`config.mk`:
```
export PLATFORM = sky130hd
export DESIGN_NAME = eas_div
export DESIGN_NICKNAME = d
export VERILOG_FILES = /design/src/rtl/eas_pkg.sv /design/src/rtl/eas_div.sv
export VERILOG_INCLUDE_DIRS = /design/src /design/src/rtl
export SDC_FILE = /design/constraint.sdc
export NUM_CORES = 2
export LEC_CHECK = 0
export BUFFER_PORTS_ARGS = -buffer_cell sky130_fd_sc_hd__buf_2
export CELL_PAD_IN_SITES_DETAIL_PLACEMENT = 0
export CELL_PAD_IN_SITES_GLOBAL_PLACEMENT = 1
export CORE_ASPECT_RATIO = 1.25
export CORE_MARGIN = 3
export CORE_UTILIZATION = 56
export DETAILED_ROUTE_END_ITERATION = 8
export PLACE_DENSITY = 0.8
export SLEW_MARGIN = 20
export SYNTH_ARGS = -nofsm -noshare
export SYNTH_HDL_FRONTEND = slang
export SYNTH_SLANG_ARGS = --single-unit
```
`constraint.sdc`:
```
create_clock -name clk -period 31 [get_ports clk]
set_clock_uncertainty 0.2 [all_clocks]
set_input_delay 6.2 -clock clk [delete_from_list [all_inputs] [get_ports clk]]
set_output_delay 6.2 -clock clk [all_outputs]
set_load 0.02 [all_outputs]
```
`src/rtl/exp_adsr_envelope_scale_assert.svh`:
```
// Assertion macros shared by the envelope pipeline modules.
// Each macro expects signals named clk and rst in the module that uses it.
`ifndef EXP_ADSR_ENVELOPE_SCALE_ASSERT_SVH
`define EXP_ADSR_ENVELOPE_SCALE_ASSERT_SVH

// Condition implies property in the same cycle.
`define EAS_ASSERT(lbl, prop, msg) \
  lbl: assert property (@(posedge clk) disable iff (rst) (prop)) else $error(msg);

// Condition implies a consequence in the next cycle.
`define EAS_ASSERT_NEXT(lbl, cond, nxt, msg) \
  lbl: assert property (@(posedge clk) disable iff (rst) (cond) |=> (nxt)) else $error(msg);

`endif

```
`src/rtl/eas_pkg.sv`:
```
// Types and constants for the exponential envelope pipeline.
// Used by eas_front, eas_div, eas_exp and exp_adsr_envelope_scale.
`default_nettype none
package eas_pkg;

  localparam int NumVoices = 64;
  localparam int VOICE_W   = 6;
  localparam int TIME_W    = 32;
  localparam int ELAP_W    = TIME_W + 1;
  localparam int DUR_W     = 16;
  localparam int GAIN_W    = 16;
  localparam int NUM_W     = 18;
  localparam int DIVD_W    = NUM_W + 2 + 16;
  localparam int REM_W     = DUR_W;
  localparam int Q_W       = DIVD_W - REM_W;
  localparam int S_W       = Q_W + 6;
  localparam int S2_W      = 22;
  localparam int S3_W      = 18;
  localparam int S4_W      = 14;
  localparam int D6_W      = 16;
  localparam int D24_W     = 10;
  localparam int T_W       = 31;
  localparam int SQUARES   = 8;
  localparam int EXP_STAGES = 5 + SQUARES;
  localparam int K6        = S3_W + 3;
  localparam int K24       = S4_W + 5;

  localparam logic [GAIN_W-1:0] UNITY    = 16'h8000;
  localparam logic [T_W-1:0]    ONE_Q30  = 31'h4000_0000;
  localparam logic [K6-2:0]     M6       = (K6-1)'(((2 ** K6) + 5) / 6);
  localparam logic [K24-4:0]    M24      = (K24-3)'(((2 ** K24) + 23) / 24);

  typedef enum logic [1:0] {
    PH_IDLE,
    PH_ATTACK,
    PH_DECAY,
    PH_RELEASE
  } phase_t;

  typedef struct packed {
    logic [DUR_W-1:0]   release_ms;
    logic [GAIN_W-1:0]  sustain_level;
    logic [DUR_W-1:0]   decay_ms;
    logic [DUR_W-1:0]   attack_ms;
    logic [TIME_W-1:0]  off_time;
    logic               off_valid;
    logic [TIME_W-1:0]  on_time;
    logic               on_valid;
    logic [TIME_W-1:0]  now_ms;
    logic [VOICE_W-1:0] voice;
  } item_t;

  typedef struct packed {
    logic [VOICE_W-1:0] voice;
    logic [GAIN_W-1:0]  base;
    logic [GAIN_W-1:0]  coef;
    logic               sub;
    logic               done;
    logic               zero;
  } side_t;

endpackage
`default_nettype wire

```
`src/rtl/eas_div.sv`:
```
// Pipelined restoring divider, one quotient bit per stage.
// Depends on eas_pkg; side information travels alongside each word.
`default_nettype none
`include "exp_adsr_envelope_scale_assert.svh"
module eas_div import eas_pkg::*; (
  input  logic              clk,
  input  logic              rst,
  input  logic              in_valid,
  output logic              in_ready,
  input  logic [DIVD_W-1:0] in_dividend,
  input  logic [DUR_W-1:0]  in_den,
  input  side_t             in_side,
  output logic              out_valid,
  input  logic              out_ready,
  output logic [Q_W-1:0]    out_q,
  output side_t             out_side
);

  logic             v   [Q_W];
  logic [Q_W-1:0]   en;
  logic [REM_W-1:0] rem [Q_W];
  logic [Q_W-1:0]   wrk [Q_W];
  logic [DUR_W-1:0] dq  [Q_W];
  side_t            sd  [Q_W];

  always_comb begin
    en[Q_W-1] = !v[Q_W-1] || out_ready;
    for (int k = Q_W - 2; k >= 0; k--) begin
      en[k] = !v[k] || en[k+1];
    end
  end

  for (genvar i = 0; i < Q_W; i++) begin : g_step
    logic             src_v;
    logic [REM_W-1:0] src_rem;
    logic [Q_W-1:0]   src_wrk;
    logic [DUR_W-1:0] src_den;
    side_t            src_sd;
    logic [REM_W:0]   trial;
    logic             ge;

    if (i == 0) begin : g_first
      assign src_v   = in_valid;
      assign src_rem = in_dividend[DIVD_W-1 -: REM_W];
      assign src_wrk = in_dividend[Q_W-1:0];
      assign src_den = in_den;
      assign src_sd  = in_side;
    end else begin : g_next
      assign src_v   = v[i-1];
      assign src_rem = rem[i-1];
      assign src_wrk = wrk[i-1];
      assign src_den = dq[i-1];
      assign src_sd  = sd[i-1];
    end

    always_comb begin
      trial = {src_rem, src_wrk[Q_W-1]};
      ge    = trial >= {1'b0, src_den};
    end

    always_ff @(posedge clk) begin
      if (rst) begin
        v[i] <= 1'b0;
      end else if (en[i]) begin
        v[i] <= src_v;
      end
    end

    always_ff @(posedge clk) begin
      if (en[i]) begin
        rem[i] <= ge ? REM_W'(trial - {1'b0, src_den}) : trial[REM_W-1:0];
        wrk[i] <= {src_wrk[Q_W-2:0], ge};
        dq[i]  <= src_den;
        sd[i]  <= src_sd;
      end
    end
  end

  assign in_ready  = en[0];
  assign out_valid = v[Q_W-1];
  assign out_q     = wrk[Q_W-1];
  assign out_side  = sd[Q_W-1];

  `EAS_ASSERT(a_div_rem, v[Q_W-1] && !sd[Q_W-1].zero |-> rem[Q_W-1] < dq[Q_W-1], "divider remainder not below divisor")

endmodule
`default_nettype wire

```
# Word level (Yosys, flattened, before mapping)
# Memories as Yosys holds them, arrays and structs flattened.
# Index checks and enable logic that the tools add are counted.
dict set report word_totals {
  output_inout_bits 63
  ff_bits 0
  wordCells 227
  ram_bits 1880
  mem_count 5
  inputBits 97
}
# name depth width rd rd_ports_with_merged_regs write_ports line
set memory_table {}
lappend memory_table {sd 20 41 20 0 20 eas_div.sv:24} ;# side_t sd [Q_W];
lappend memory_table {wrk 20 20 20 0 20 eas_div.sv:22} ;# logic [Q_W-1:0] wrk [Q_W];
lappend memory_table {dq 20 16 19 0 20 eas_div.sv:23} ;# logic [DUR_W-1:0] dq [Q_W];
lappend memory_table {rem 20 16 19 0 20 eas_div.sv:21} ;# logic [REM_W-1:0] rem [Q_W];
lappend memory_table {v 20 1 20 0 20 eas_div.sv:19} ;# logic v [Q_W];
dict set report classes {
  n_reduce_logical 40
  magnitude_cmp 20
  add_sub_neg 20
  mux 122
  bitwise 20
}
# operator count
set ops {}
lappend ops {{17-bit by 16-bit >= comparator with 1-bit output} 20}
lappend ops {{16-bit 2-to-1 mux} 20}
lappend ops {{16-bit subtractor} 20}
lappend ops {{1-bit 2-to-1 mux} 102}
lappend ops {{1-bit zero test} 20}
lappend ops {{1-bit logical OR} 20}
lappend ops {{1-bit OR} 20}

# Logic depth before layout (Yosys ltp)
dict set report depth {
  depth_word 25
  ltp_mapped 12
  ltp_nobuf 11
}

# Least setup slack after synthesis
# Ideal clock, no wire load.
dict set report synth_path {
  path_type {input to output}
  startpoint {input port out_ready}
  endpoint {output port in_ready}
  arrival_ps 13624
  required_time_ps 24600
  path_buffers 2
  path_slack_ps 10976
  cell_stages 11
  cell_sequence {nor2b_2 > and3_1 > and3_1 > inv_1 > nor2_2 > and3_1 > buf_2 > inv_1 > nor2_1 > buf_2 > nand2_1}
}
dict set report synth_via {
  elab_chain_cells 20
}
# element line
set synth_rtl {}
lappend synth_rtl {{start: declaration} eas_div.sv:14} ;# input logic out_ready,
lappend synth_rtl {{1-bit logical OR} eas_div.sv:27} ;# en[Q_W-1] = !v[Q_W-1] || out_ready;
lappend synth_rtl {{1-bit logical OR (4 in series)} eas_div.sv:29} ;# en[k] = !v[k] || en[k+1];
lappend synth_rtl {{net en[15]} eas_div.sv:20} ;# logic [Q_W-1:0] en;
lappend synth_rtl {{1-bit logical OR (5 in series)} eas_div.sv:29}
lappend synth_rtl {{net en[10]} eas_div.sv:20}
lappend synth_rtl {{1-bit logical OR (10 in series)} eas_div.sv:29}
lappend synth_rtl {{end: declaration} eas_div.sv:9} ;# output logic in_ready,
# The timed path passes the listed nets, and every way through them passes these cells.

# Worst setup path after layout
# Ends and elaborated chain as after synthesis.

==> results.sh <==
export IMPL_postCtsSetupRepairBufs=0
export IMPL_finalNonFillerCells=6879
export IMPL_fin_crit_sh=0.546
export IMPL_htree_levels=4
export IMPL_cts_reportedPaths_clkPinSlew_ns=0.07
export IMPL_critPathLaunchType="input port"
export IMPL_synth_seq_area_share=0.740
export IMPL_setup_ws_ns=14.07
export IMPL_antenna_found_initial=11
export IMPL_cts_root_buf="clkbuf_16"
export IMPL_tightestPinTransition_ns=1.09
export IMPL_grt_max_degree=89
export IMPL_crit_required_ns=24.60
export IMPL_initial_core_util=0.566
export IMPL_drc=0
export IMPL_finalHoldViolations=0
export IMPL_vias=37400
export IMPL_nets=5436
export IMPL_overflow=0
export IMPL_grt_usage=0.191
export IMPL_outcome="finished clean"
export IMPL_port_buffers=159
export IMPL_syn_inst=4681
export IMPL_min_period_ns=16.93
export IMPL_ys_ff_latch=1848
export IMPL_die_area_sq_um=138000
export IMPL_place_congestion=0.898
export IMPL_cts_resized=0
export IMPL_cts_hold_buf=0
export IMPL_clk_path_buf_depth=3
export IMPL_netlist_area_sq_um=75000
export IMPL_max_freq_mhz=59.1
export IMPL_ant_nets=0
export IMPL_power_leakage_nw=32.4
export IMPL_powerDensity_nw_per_um2=93.6
export IMPL_wl_per_cell_microns=19.1
export IMPL_ir_drop_v=0.0000481
export IMPL_drv_slew=0
export IMPL_area_growth_pct=11.5
export IMPL_layout_drive_gt1_share=0.133
export IMPL_critPathArrivalTime_ns=10.53
export IMPL_place_ws_ns=14.05
export IMPL_hold_ws_ns=0.200
export IMPL_synth_net_count=5117
export IMPL_slew_headroom=0.270
export IMPL_dp_cells=6563
export IMPL_max_cap_violations=0
export IMPL_setup_viol_count_final=0
export IMPL_cts_buffers=170
export IMPL_grt_setup_unrepaired="false"
export IMPL_clk_latency_ns=0.80
export IMPL_ys_types=88
export IMPL_hpwl_microns=95200
export IMPL_finalSetupTns_ns=0
export IMPL_cts_tree="yes"
export IMPL_cp_max_fo=39
export IMPL_synth_top_flop_cell="edfxtp_1"
export IMPL_yosysWarnings=0
export IMPL_fp_dieW_microns=333
export IMPL_grt_pass1_vias=39000
export IMPL_cp_end_kind="output port"
export IMPL_hp_class="reg2reg"
export IMPL_cts_sinks=1848
export IMPL_core_area_sq_um=132000
export IMPL_wl_microns=132000
export IMPL_synth_async_reset_ratio=0
export IMPL_critPathKind="in2out"
export IMPL_first_pass_iters=7
export IMPL_vias_per_cell=5.44
export IMPL_rows=149
export IMPL_syn_avg_cell_area_sq_um=16.0
export IMPL_grt_pass1_wl_microns=205000
export IMPL_synth_edf_count=1848
export IMPL_die_h_microns=415
export IMPL_ios=160
export IMPL_drtIter0Drc=2092
[through the flow]
step	instance area (sq um)	util	total power, mW
final	83600	0.632	7.83
after global placement	78100	0.590	5.80
after CTS	83600	0.631	7.90
after detailed placement	78100	0.590	5.84
after floorplan	75000	-	5.26
after global routing	83600	0.632	8.26
[worst max-delay path, cell delays in order]
cell	delay [ns]
buf_2	0.10
nor2b_2	0.19
and3_1	0.29
and3_1	0.38
clkinv_2	0.49
nor2_2	0.46
and3_1	0.54
clkinv_2	0.62
nor2_1	0.27
buf_4	0.29
nand2_4	0.36
buf_2	0.30
[cells in the final DEF, fill, tap and decap left out, drive strengths merged, types with 35 or more instances in the layout]
cell type  synthesis  final
a211oi            48     48
a21o              35     35
a21oi            267    267
buf               27    191
clkbuf            17    197
clkinv             0     90
edfxtp          1848   1848
ha               320    320
inv              412    415
mux2             150    150
nand2            175    175
nand2b            90     90
nand3             37     37
nand4             44     44
nor2             288    288
nor2b             62     62
nor3              50     50
o21a              73     73
o21ai            189    189
xnor2            110    110
xor2              75     75
[state kept, by name (all words and copies together) (netlist names)]
register,flops
wrk,400
v,20
dq,304
sd,820
rem,304
[metal layers]
layer,up-vias,part of all wire,routed length [microns],GRT usage
li1,18300,-,-,-
met1,18100,0.33,43600,0.176
met2,688,0.59,77600,0.393
met3,334,0.030,3960,0.0302
met4,2,0.049,6500,0.0954
met5,-,0.000061,8,0
[power breakdown]
group          internal [mW]  switching, mW
registers               3.33          0.194
clock network           1.13          0.902
logic                   1.03           1.24
[cell families after synthesis]
| group | Yosys count | share of synthesized area |
|---|---|---|
| DFF | 1848 | 0.740 |
| and+or+nand+nor | 859 | 0.0566 |
| AOI/OAI and AO/OA | 823 | 0.0727 |
| buffers and inverters | 456 | 0.0237 |
| adders and majority gates | 339 | 0.0585 |
| xor gates and xnor gates | 185 | 0.0216 |
| muxes | 171 | 0.0267 |
[final cells by class]
| class | count | area [sq um] |
|---|---|---|
| flip-flops and latches | 1848 | 55500 |
| diodes | 1 | 2.50 |
| inverters | 412 | 1560 |
| repair buffers | 191 | 1060 |
| fillers | 9447 | 48800 |
| well taps | 1736 | 2170 |
| multi-input cells | 2377 | 17800 |
| clock buffers | 197 | 4380 |
| clock inverters | 117 | 1130 |
[cells in the mapped netlist (47+ instances only)]
master | number | area share
o21ai_0 | 182 | 0.012
a211oi_1 | 47 | 0.0047
nor2b_1 | 58 | 0.0048
inv_1 | 411 | 0.021
xnor2_1 | 110 | 0.013
ha_1 | 320 | 0.053
nor3_1 | 49 | 0.0033
o21a_1 | 73 | 0.0073
xor2_1 | 75 | 0.0088
a21oi_1 | 255 | 0.017
nand2_1 | 173 | 0.0087
nand2b_1 | 90 | 0.0075
mux2_2 | 118 | 0.018
nor2_1 | 285 | 0.014
edfxtp_1 | 1848 | 0.74
[final timing paths]
check | from | endpoint | slack [ns] | cells after the start
worst max-delay path | out_ready | in_ready | 14.07 | 12
worst min-delay path | sd[3][155] | sd[4][32] | 0.20 | 0
worst max register to register | v[4][3] | rem[2][21] | 25.35 | 11
worst min register to register | sd[3][155] | sd[4][32] | 0.20 | 0
No activity file was read; power rests on OpenSTA's default activity.
