## config.mk

```make
export PLATFORM = sky130hd
export DESIGN_NAME = eas_front
export DESIGN_NICKNAME = d
export VERILOG_FILES = /design/src/rtl/eas_pkg.sv /design/src/rtl/eas_front.sv
export VERILOG_INCLUDE_DIRS = /design/src /design/src/rtl
export SDC_FILE = /design/constraint.sdc
export NUM_CORES = 1
export LEC_CHECK = 0
export BUFFER_PORTS_ARGS = -buffer_cell sky130_fd_sc_hd__buf_4
export CELL_PAD_IN_SITES_DETAIL_PLACEMENT = 1
export CELL_PAD_IN_SITES_GLOBAL_PLACEMENT = 2
export CORE_ASPECT_RATIO = 0.9
export CORE_MARGIN = 2
export CORE_UTILIZATION = 37
export CTS_CLUSTER_DIAMETER = 60
export DETAILED_ROUTE_END_ITERATION = 12
export PLACE_DENSITY = 0.79
export SKIP_LAST_GASP = 1
export SLEW_MARGIN = 5
export SYNTH_ARGS = -nofsm -noshare
export SYNTH_HDL_FRONTEND = slang
export SYNTH_SLANG_ARGS = --single-unit
```

## constraint.sdc

```tcl
create_clock -name clk -period 6.1 [get_ports clk]
set_clock_uncertainty 0.2 [all_clocks]
set_input_delay 0.61 -clock clk [delete_from_list [all_inputs] [get_ports clk]]
set_output_delay 0.61 -clock clk [all_outputs]
set_load 0.02 [all_outputs]
```

## src/rtl/exp_adsr_envelope_scale_assert.svh

```systemverilog
// Assertion macros shared by the envelope pipeline modules.
// Each macro expects signals named clk and rst in the module that uses it.
`ifndef EXP_ADSR_ENVELOPE_SCALE_ASSERT_SVH
`define EXP_ADSR_ENVELOPE_SCALE_ASSERT_SVH

// Condition implies property in the same cycle.
`define EAS_ASSERT(lbl, prop, msg) \
  lbl: assert property (@(posedge clk) disable iff (rst) (prop)) else $error(msg);

// Condition implies a consequence in the next cycle.
`define EAS_ASSERT_NEXT(lbl, cond, nxt, msg) \
  lbl: assert property (@(posedge clk) disable iff (rst) (cond) |=> (nxt)) else $error(msg);

`endif

```

## src/rtl/eas_pkg.sv

```systemverilog
// Types and constants for the exponential envelope pipeline.
// Used by eas_front, eas_div, eas_exp and exp_adsr_envelope_scale.
`default_nettype none
package eas_pkg;

  localparam int NumVoices = 64;
  localparam int VOICE_W   = 6;
  localparam int TIME_W    = 32;
  localparam int ELAP_W    = TIME_W + 1;
  localparam int DUR_W     = 16;
  localparam int GAIN_W    = 16;
  localparam int NUM_W     = 18;
  localparam int DIVD_W    = NUM_W + 2 + 16;
  localparam int REM_W     = DUR_W;
  localparam int Q_W       = DIVD_W - REM_W;
  localparam int S_W       = Q_W + 6;
  localparam int S2_W      = 22;
  localparam int S3_W      = 18;
  localparam int S4_W      = 14;
  localparam int D6_W      = 16;
  localparam int D24_W     = 10;
  localparam int T_W       = 31;
  localparam int SQUARES   = 8;
  localparam int EXP_STAGES = 5 + SQUARES;
  localparam int K6        = S3_W + 3;
  localparam int K24       = S4_W + 5;

  localparam logic [GAIN_W-1:0] UNITY    = 16'h8000;
  localparam logic [T_W-1:0]    ONE_Q30  = 31'h4000_0000;
  localparam logic [K6-2:0]     M6       = (K6-1)'(((2 ** K6) + 5) / 6);
  localparam logic [K24-4:0]    M24      = (K24-3)'(((2 ** K24) + 23) / 24);

  typedef enum logic [1:0] {
    PH_IDLE,
    PH_ATTACK,
    PH_DECAY,
    PH_RELEASE
  } phase_t;

  typedef struct packed {
    logic [DUR_W-1:0]   release_ms;
    logic [GAIN_W-1:0]  sustain_level;
    logic [DUR_W-1:0]   decay_ms;
    logic [DUR_W-1:0]   attack_ms;
    logic [TIME_W-1:0]  off_time;
    logic               off_valid;
    logic [TIME_W-1:0]  on_time;
    logic               on_valid;
    logic [TIME_W-1:0]  now_ms;
    logic [VOICE_W-1:0] voice;
  } item_t;

  typedef struct packed {
    logic [VOICE_W-1:0] voice;
    logic [GAIN_W-1:0]  base;
    logic [GAIN_W-1:0]  coef;
    logic               sub;
    logic               done;
    logic               zero;
  } side_t;

endpackage
`default_nettype wire

```

## src/rtl/eas_front.sv

```systemverilog
// Front end: elapsed time, phase selection and divider operands, three stages.
// Depends on eas_pkg.
`default_nettype none
`include "exp_adsr_envelope_scale_assert.svh"
module eas_front import eas_pkg::*; (
  input  logic              clk,
  input  logic              rst,
  input  logic              in_valid,
  output logic              in_ready,
  input  item_t             in_item,
  output logic              out_valid,
  input  logic              out_ready,
  output logic [DIVD_W-1:0] out_dividend,
  output logic [DUR_W-1:0]  out_den,
  output side_t             out_side
);

  logic [2:0] v;
  logic [2:0] en;

  logic [ELAP_W-1:0]  el1;
  phase_t             ph1;
  logic [DUR_W-1:0]   a1, d1, r1;
  logic [GAIN_W-1:0]  s1;
  logic [VOICE_W-1:0] voice1;

  logic [ELAP_W-1:0]  num2;
  logic [DUR_W-1:0]   den2;
  phase_t             ph2;
  logic [GAIN_W-1:0]  s2;
  logic               done2;
  logic [VOICE_W-1:0] voice2;

  logic [DIVD_W-1:0] divd3;
  logic [DUR_W-1:0]  den3;
  side_t             side3;

  logic [TIME_W-1:0] start;
  logic [ELAP_W-1:0] el_next;
  phase_t            ph1_next;
  logic [ELAP_W-1:0] num_next;
  logic [DUR_W-1:0]  den_next;
  phase_t            ph2_next;
  logic              done_next;
  logic              big;
  logic [NUM_W+1:0]  num3x;
  side_t             side_next;

  always_comb begin
    en[2] = !v[2] || out_ready;
    en[1] = !v[1] || en[2];
    en[0] = !v[0] || en[1];
    in_ready = en[0];
  end

  always_comb begin
    start = in_item.on_valid ? in_item.on_time : in_item.off_time;
    if (in_item.now_ms < start) begin
      el_next = ELAP_W'(1);
    end else begin
      el_next = {1'b0, in_item.now_ms} - {1'b0, start} + ELAP_W'(1);
    end
    if (in_item.on_valid) begin
      ph1_next = PH_ATTACK;
    end else if (in_item.off_valid) begin
      ph1_next = PH_RELEASE;
    end else begin
      ph1_next = PH_IDLE;
    end
  end

  always_comb begin
    num_next  = el1;
    den_next  = '0;
    ph2_next  = ph1;
    done_next = 1'b0;
    case (ph1)
      PH_ATTACK: begin
        if (el1 > ELAP_W'(a1)) begin
          ph2_next = PH_DECAY;
          num_next = el1 - ELAP_W'(a1);
          den_next = d1;
        end else begin
          den_next = a1;
        end
      end
      PH_RELEASE: begin
        den_next  = r1;
        done_next = el1 > ELAP_W'(r1);
      end
      default: begin
        num_next = '0;
      end
    endcase
  end

  always_comb begin
    big   = num2 > ELAP_W'({den2, 2'b00});
    num3x = (NUM_W+2)'(num2[NUM_W-1:0]) * (NUM_W+2)'(3);
    side_next.voice = voice2;
    side_next.done  = done2;
    side_next.zero  = (den2 == '0) || big || (ph2 == PH_IDLE);
    case (ph2)
      PH_ATTACK: begin
        side_next.base = UNITY;
        side_next.coef = UNITY;
        side_next.sub  = 1'b1;
      end
      PH_DECAY: begin
        side_next.base = s2;
        if (s2 <= UNITY) begin
          side_next.coef = UNITY - s2;
          side_next.sub  = 1'b0;
        end else begin
          side_next.coef = s2 - UNITY;
          side_next.sub  = 1'b1;
        end
      end
      PH_RELEASE: begin
        side_next.base = '0;
        side_next.coef = s2;
        side_next.sub  = 1'b0;
      end
      default: begin
        side_next.base = UNITY;
        side_next.coef = '0;
        side_next.sub  = 1'b0;
      end
    endcase
  end

  always_ff @(posedge clk) begin
    if (rst) begin
      v <= '0;
    end else begin
      if (en[0]) v[0] <= in_valid;
      if (en[1]) v[1] <= v[0];
      if (en[2]) v[2] <= v[1];
    end
  end

  always_ff @(posedge clk) begin
    if (en[0]) begin
      el1    <= el_next;
      ph1    <= ph1_next;
      a1     <= in_item.attack_ms;
      d1     <= in_item.decay_ms;
      r1     <= in_item.release_ms;
      s1     <= in_item.sustain_level;
      voice1 <= in_item.voice;
    end
    if (en[1]) begin
      num2   <= num_next;
      den2   <= den_next;
      ph2    <= ph2_next;
      s2     <= s1;
      done2  <= done_next;
      voice2 <= voice1;
    end
    if (en[2]) begin
      divd3 <= {num3x, 16'h0000};
      den3  <= den2;
      side3 <= side_next;
    end
  end

  assign out_valid    = v[2];
  assign out_dividend = divd3;
  assign out_den      = den3;
  assign out_side     = side3;

  `EAS_ASSERT(a_front_attack_den, v[2] && !side3.zero && side3.sub && side3.base == UNITY && side3.coef == UNITY |-> den3 != '0, "attack word with zero duration")

endmodule
`default_nettype wire

```

== Yosys cells after proc, flatten, opt, wreduce, memory -nomap -nowiden ==
Index checks and enable logic that the tools add are counted.
Cells by class
  add/subtract/negate cells: 5
  multipliers: 1
  $lt $le $gt $ge: 5
  equality and inequality tests: 5
  mux-type cells: 10
  reductions and logical operators: 10
Operator list (number)
  33-bit case mux with 3 select lines: 1
  33-bit by 16-bit greater-than comparator with 1-bit output: 2
  33-bit case mux with 2 select lines: 1
  33-bit by 1-bit adder with 33-bit output, second input constant: 1
  33-bit by 18-bit greater-than comparator with 1-bit output: 1
  33-bit two-way mux: 1
  32-bit by 32-bit subtractor with 33-bit output: 1
  33-bit by 16-bit subtractor with 33-bit output: 1
  32-bit < comparator: 1
  32-bit two-way mux: 1
  16-bit case mux with 2 select lines: 1
  18-bit by 2-bit multiplier with 20-bit output, second input constant: 1
  17-bit two-way mux: 1
  16-bit <= comparator, second input constant: 1
  16-bit logical NOT: 1
  16-bit two-way mux: 1
  16-bit subtractor, first input constant: 1
  16-bit subtractor, second input constant: 1
  2-bit equality test, second input constant: 3
  2-bit two-way mux: 3
  1-bit logical OR: 5
  2-bit by 1-bit equality test with 1-bit output, second input constant: 2
  1-bit logical NOT: 3
  2-bit logical NOT: 1
Storage, ports and cells
  flip-flop bits (word level): 259
  bits of input ports: 172

== Depth between registers and ports, before layout ==
  depth in word-level cells: 4
  mapped depth: 17
  gate-level depth less buffers: 16

== Worst setup path after synthesis ==
No wires, ideal clock.
  path kind: input port to flip-flop
  from: in in_item[38] (netlist name)
  to: reg el1[31] (data pin)
  arrival: 4.035 ns
  required time: 5.638 ns
  slack: 1.603 ns
  stages: 15
  path buffers: 2
  cells stage by stage: clkbuf_1 -> clkbuf_1 -> mux2i_1 -> ha_1 -> inv_1 -> fa_1 -> nor2b_1 -> o31a_1 -> o21ai_2 -> o31ai_1 -> a221oi_2 -> o221ai_1 -> a31oi_1 -> o31ai_1 -> mux2_1
On the way
  word-level cells in the longest chain between the ends: 3
  elaborated cells between the ends (all ways): 4
Ends and longest elaborated chain
  from (decl): RTL line eas_front.sv:10  | input item_t in_item,
  32-bit two-way mux *: RTL line eas_front.sv:57  | start = in_item.on_valid ? in_item.on_time : in_item.off_time;
  32-bit by 32-bit subtractor with 33-bit output: RTL line eas_front.sv:61  | el_next = {1'b0, in_item.now_ms} - {1'b0, start} + ELAP_W'(1);
  33-bit by 1-bit adder with 33-bit output: RTL line eas_front.sv:61
  to (signal assigned): RTL line eas_front.sv:144  | el1 <= el_next;
  to (decl): RTL line eas_front.sv:21  | logic [ELAP_W-1:0] el1;
Every way passes the cells marked *; elsewhere a longest branch is shown, timed or not.
A chain may end at the register's enable or synchronous reset.

== Final worst setup path ==
Same ends and word-level chain as after synthesis.

==> flow_summary.ini <==
[sta]
report.final.slew_viol_count = 0
tightest_slew_ns = 1.16
post-route-period-util = 0.713
tns_ns = 0
hold_viol = 0
slew_headroom = 0.224
rsz0062_at_grt = no
hold_slack_ns = 0.0302
setup_violations = 0
max_freq_mhz = 230
period_minus_slack_ns = 4.35

[clock_tree]
cts_root_buffer = clkbuf_16
cts_tree = done
clk_pin_slew_ns = 0.06
clockBufferDepth = 3
ctsResizeCount = 0
cts_sinks = 259
hold_buffers = 4
post_cts_buffers = 0
worstSkewPairLatency_ns = 0.56
numCtsBuffers = 29
htreeDepth = 1

[logic_synthesis]
ys_ff_latch = 259
netlist_area_sq_mm = 0.0151
synth_warnings = 0
synth_xor_area_frac = 0.0411
postSynthAreaPerCell_sq_um = 11.4
synth_ff_type = edfxtp_1
synth-simple-area-share = 0.122
synth.mux.area_fraction = 0.0259
synth-compound-area-share = 0.122
synthArstFlopShare = 0
synth-edff-count = 256
postSynthCellCount = 1328
synth_adder_area_share = 0.135
synth_top_family_by_area = adder cells
yosysSeqAreaShare = 0.512
yosysUniqueCellTypes = 77

[final_layout]
fin_util = 0.459
antennaDiodeCount = 0
regArea_sq_mm = 0.00775
fillers = 4449
finalNetCount = 1911
final_cell_mix = 256 x edfxtp_1, 255 x buf_4, 134 x ha_1, 111 x nor2_1, 101 x inv_1
drive_gt1_frac = 0.207
multiInputGateArea_sq_mm = 0.00683
syn2layout_area_growth_pct = 22.7
final_common_cell = edfxtp_1

[grt]
track_usage = 0.177
busiest_layer = met2
use_met1 = 0.245
grt_pass1_vias = 11300
grt_max_degree = 92
grt_pass1_wl_um = 60200
antenna_found_initial = 0
grt_use_met3 = 0.0203
use_met2 = 0.299
grt.overflow.total = 0

[setup_path]
path_class = primary input to flop
crit_chain = buf_4 > mux2i_1 > inv_1 > ha_1 > inv_1 > ha_1 > inv_1 > fa_1 > nor2b_1 > o31a_1 > o21ai_2 > o31ai_1 > a221oi_2 > o221ai_1 > a31oi_1 > o31ai_1 > mux2_1
required_ns = 6.20
start_kind = primary input
crit_path_end_kind = flop
slowest_delay_ns = 0.44
critPathMostFrequentCell = inv_1
crit_slowest_cell = buf_4
path_max_fanout = 34
cp.arrival_ns = 4.45

[run_status]
status = completed

[floorplan]
die-area_sq_mm = 0.0426
coreArea_sq_mm = 0.0405
start_util = 0.374
num_rows = 70
floorplan.io_pins = 267
die_h_um = 196
fp.dieW_um = 217

[route]
routedWlPerCell_um = 17.8
drt_iter0_drc = 472
vias = 10700
drc = 0
ant_nets = 0
routed_wl_um = 38300
drt_first_pass_iters = 4
viasPerCell = 4.99

[pwr]
power.density_mw_per_mm2 = 345
p_leak_uw = 0.00823
power_uw = 6400
max-vdd-ir-drop_uv = 204

[place]
dpl.hpwl_um = 30200
io_buffers = 250
routabilityCongestion = 0.832

[min_path]
hp-class = primary input to flop

[flow_run]
maxCapViolations = 0
synth_stat cells, drive strengths merged (21+ instances only):
cell type | n | share of area
a21o | 26 | 0.013
a21oi | 95 | 0.032
and2 | 29 | 0.012
buf | 22 | 0.011
clkbuf | 24 | 0.0060
edfxtp | 256 | 0.51
ha | 134 | 0.11
inv | 103 | 0.026
mux2i | 38 | 0.025
nand2 | 79 | 0.020
nand3 | 21 | 0.0073
nor2 | 112 | 0.028
nor3 | 24 | 0.0090
o21ai | 64 | 0.022
xnor2 | 45 | 0.026
xor2 | 26 | 0.015
state kept, by name (all words and copies together) (netlist names), 20 cells and up:
name          count
num2             33
el1              33
out_dividend     20
out_side         41
routing by layer:
layer	part of all wire	vias to the layer above	wire, um
met5	0	-	0
met4	0.014	0	543
met3	0.041	32	1570
met2	0.47	205	18000
met1	0.47	5178	18200
li1	-	5319	-
logic make-up (layout without fill, tap and decap cells):
kind of cell / count (synthesis) / count (layout)
and+or+nand+nor: 368 / 368
adders and majority gates: 152 / 152
AOI/OAI and AO/OA: 288 / 288
muxes: 39 / 39
DFF: 259 / 259
buffers and inverters: 150 / 417
other: 1 / 16
xor gates and xnor gates: 71 / 71
power by group:
part | internal [uW] | switching [uW]
combinational | 924 | 1160
clock | 1040 | 723
sequential | 2350 | 206
total | 4310 | 2090
critical path, delay by kind of cell:
family | cells | cell delay (ns)
fa+ha+maj | 3 | 0.82
simple gates | 1 | 0.20
mux | 2 | 0.64
buf+inv | 4 | 0.63
compound gates | 7 | 1.54
per-stage QoR:
step	cell area (sq um)	setup slack (ns)	instances
floorplan	15200	1.60	1343
global placement	17600	1.18	2092
detailed placement	17600	1.10	2092
CTS	18600	1.68	2150
global route	18600	1.38	2150
finish	18600	1.75	2150
cell type report:
cell class | count | area share
clock buffers | 36 | 0.0416
clock inverters | 18 | 0.0110
inverters | 104 | 0.0210
multi-input cells | 934 | 0.368
flip-flops and latches | 259 | 0.417
well taps | 540 | 0.0364
repair buffers | 259 | 0.105
worst paths after layout:
check | start | end | slack, ns | cells after the start
max reg2reg | el1[1] | num2[9] | 2.02 | 10
max | in_item[38] | el1[31] | 1.75 | 17
min | in_item[143] | s1[7] | 0.03 | 1
min reg2reg | voice1[4] | voice2[4] | 0.22 | 0
No activity file was read; power rests on OpenSTA's default activity.
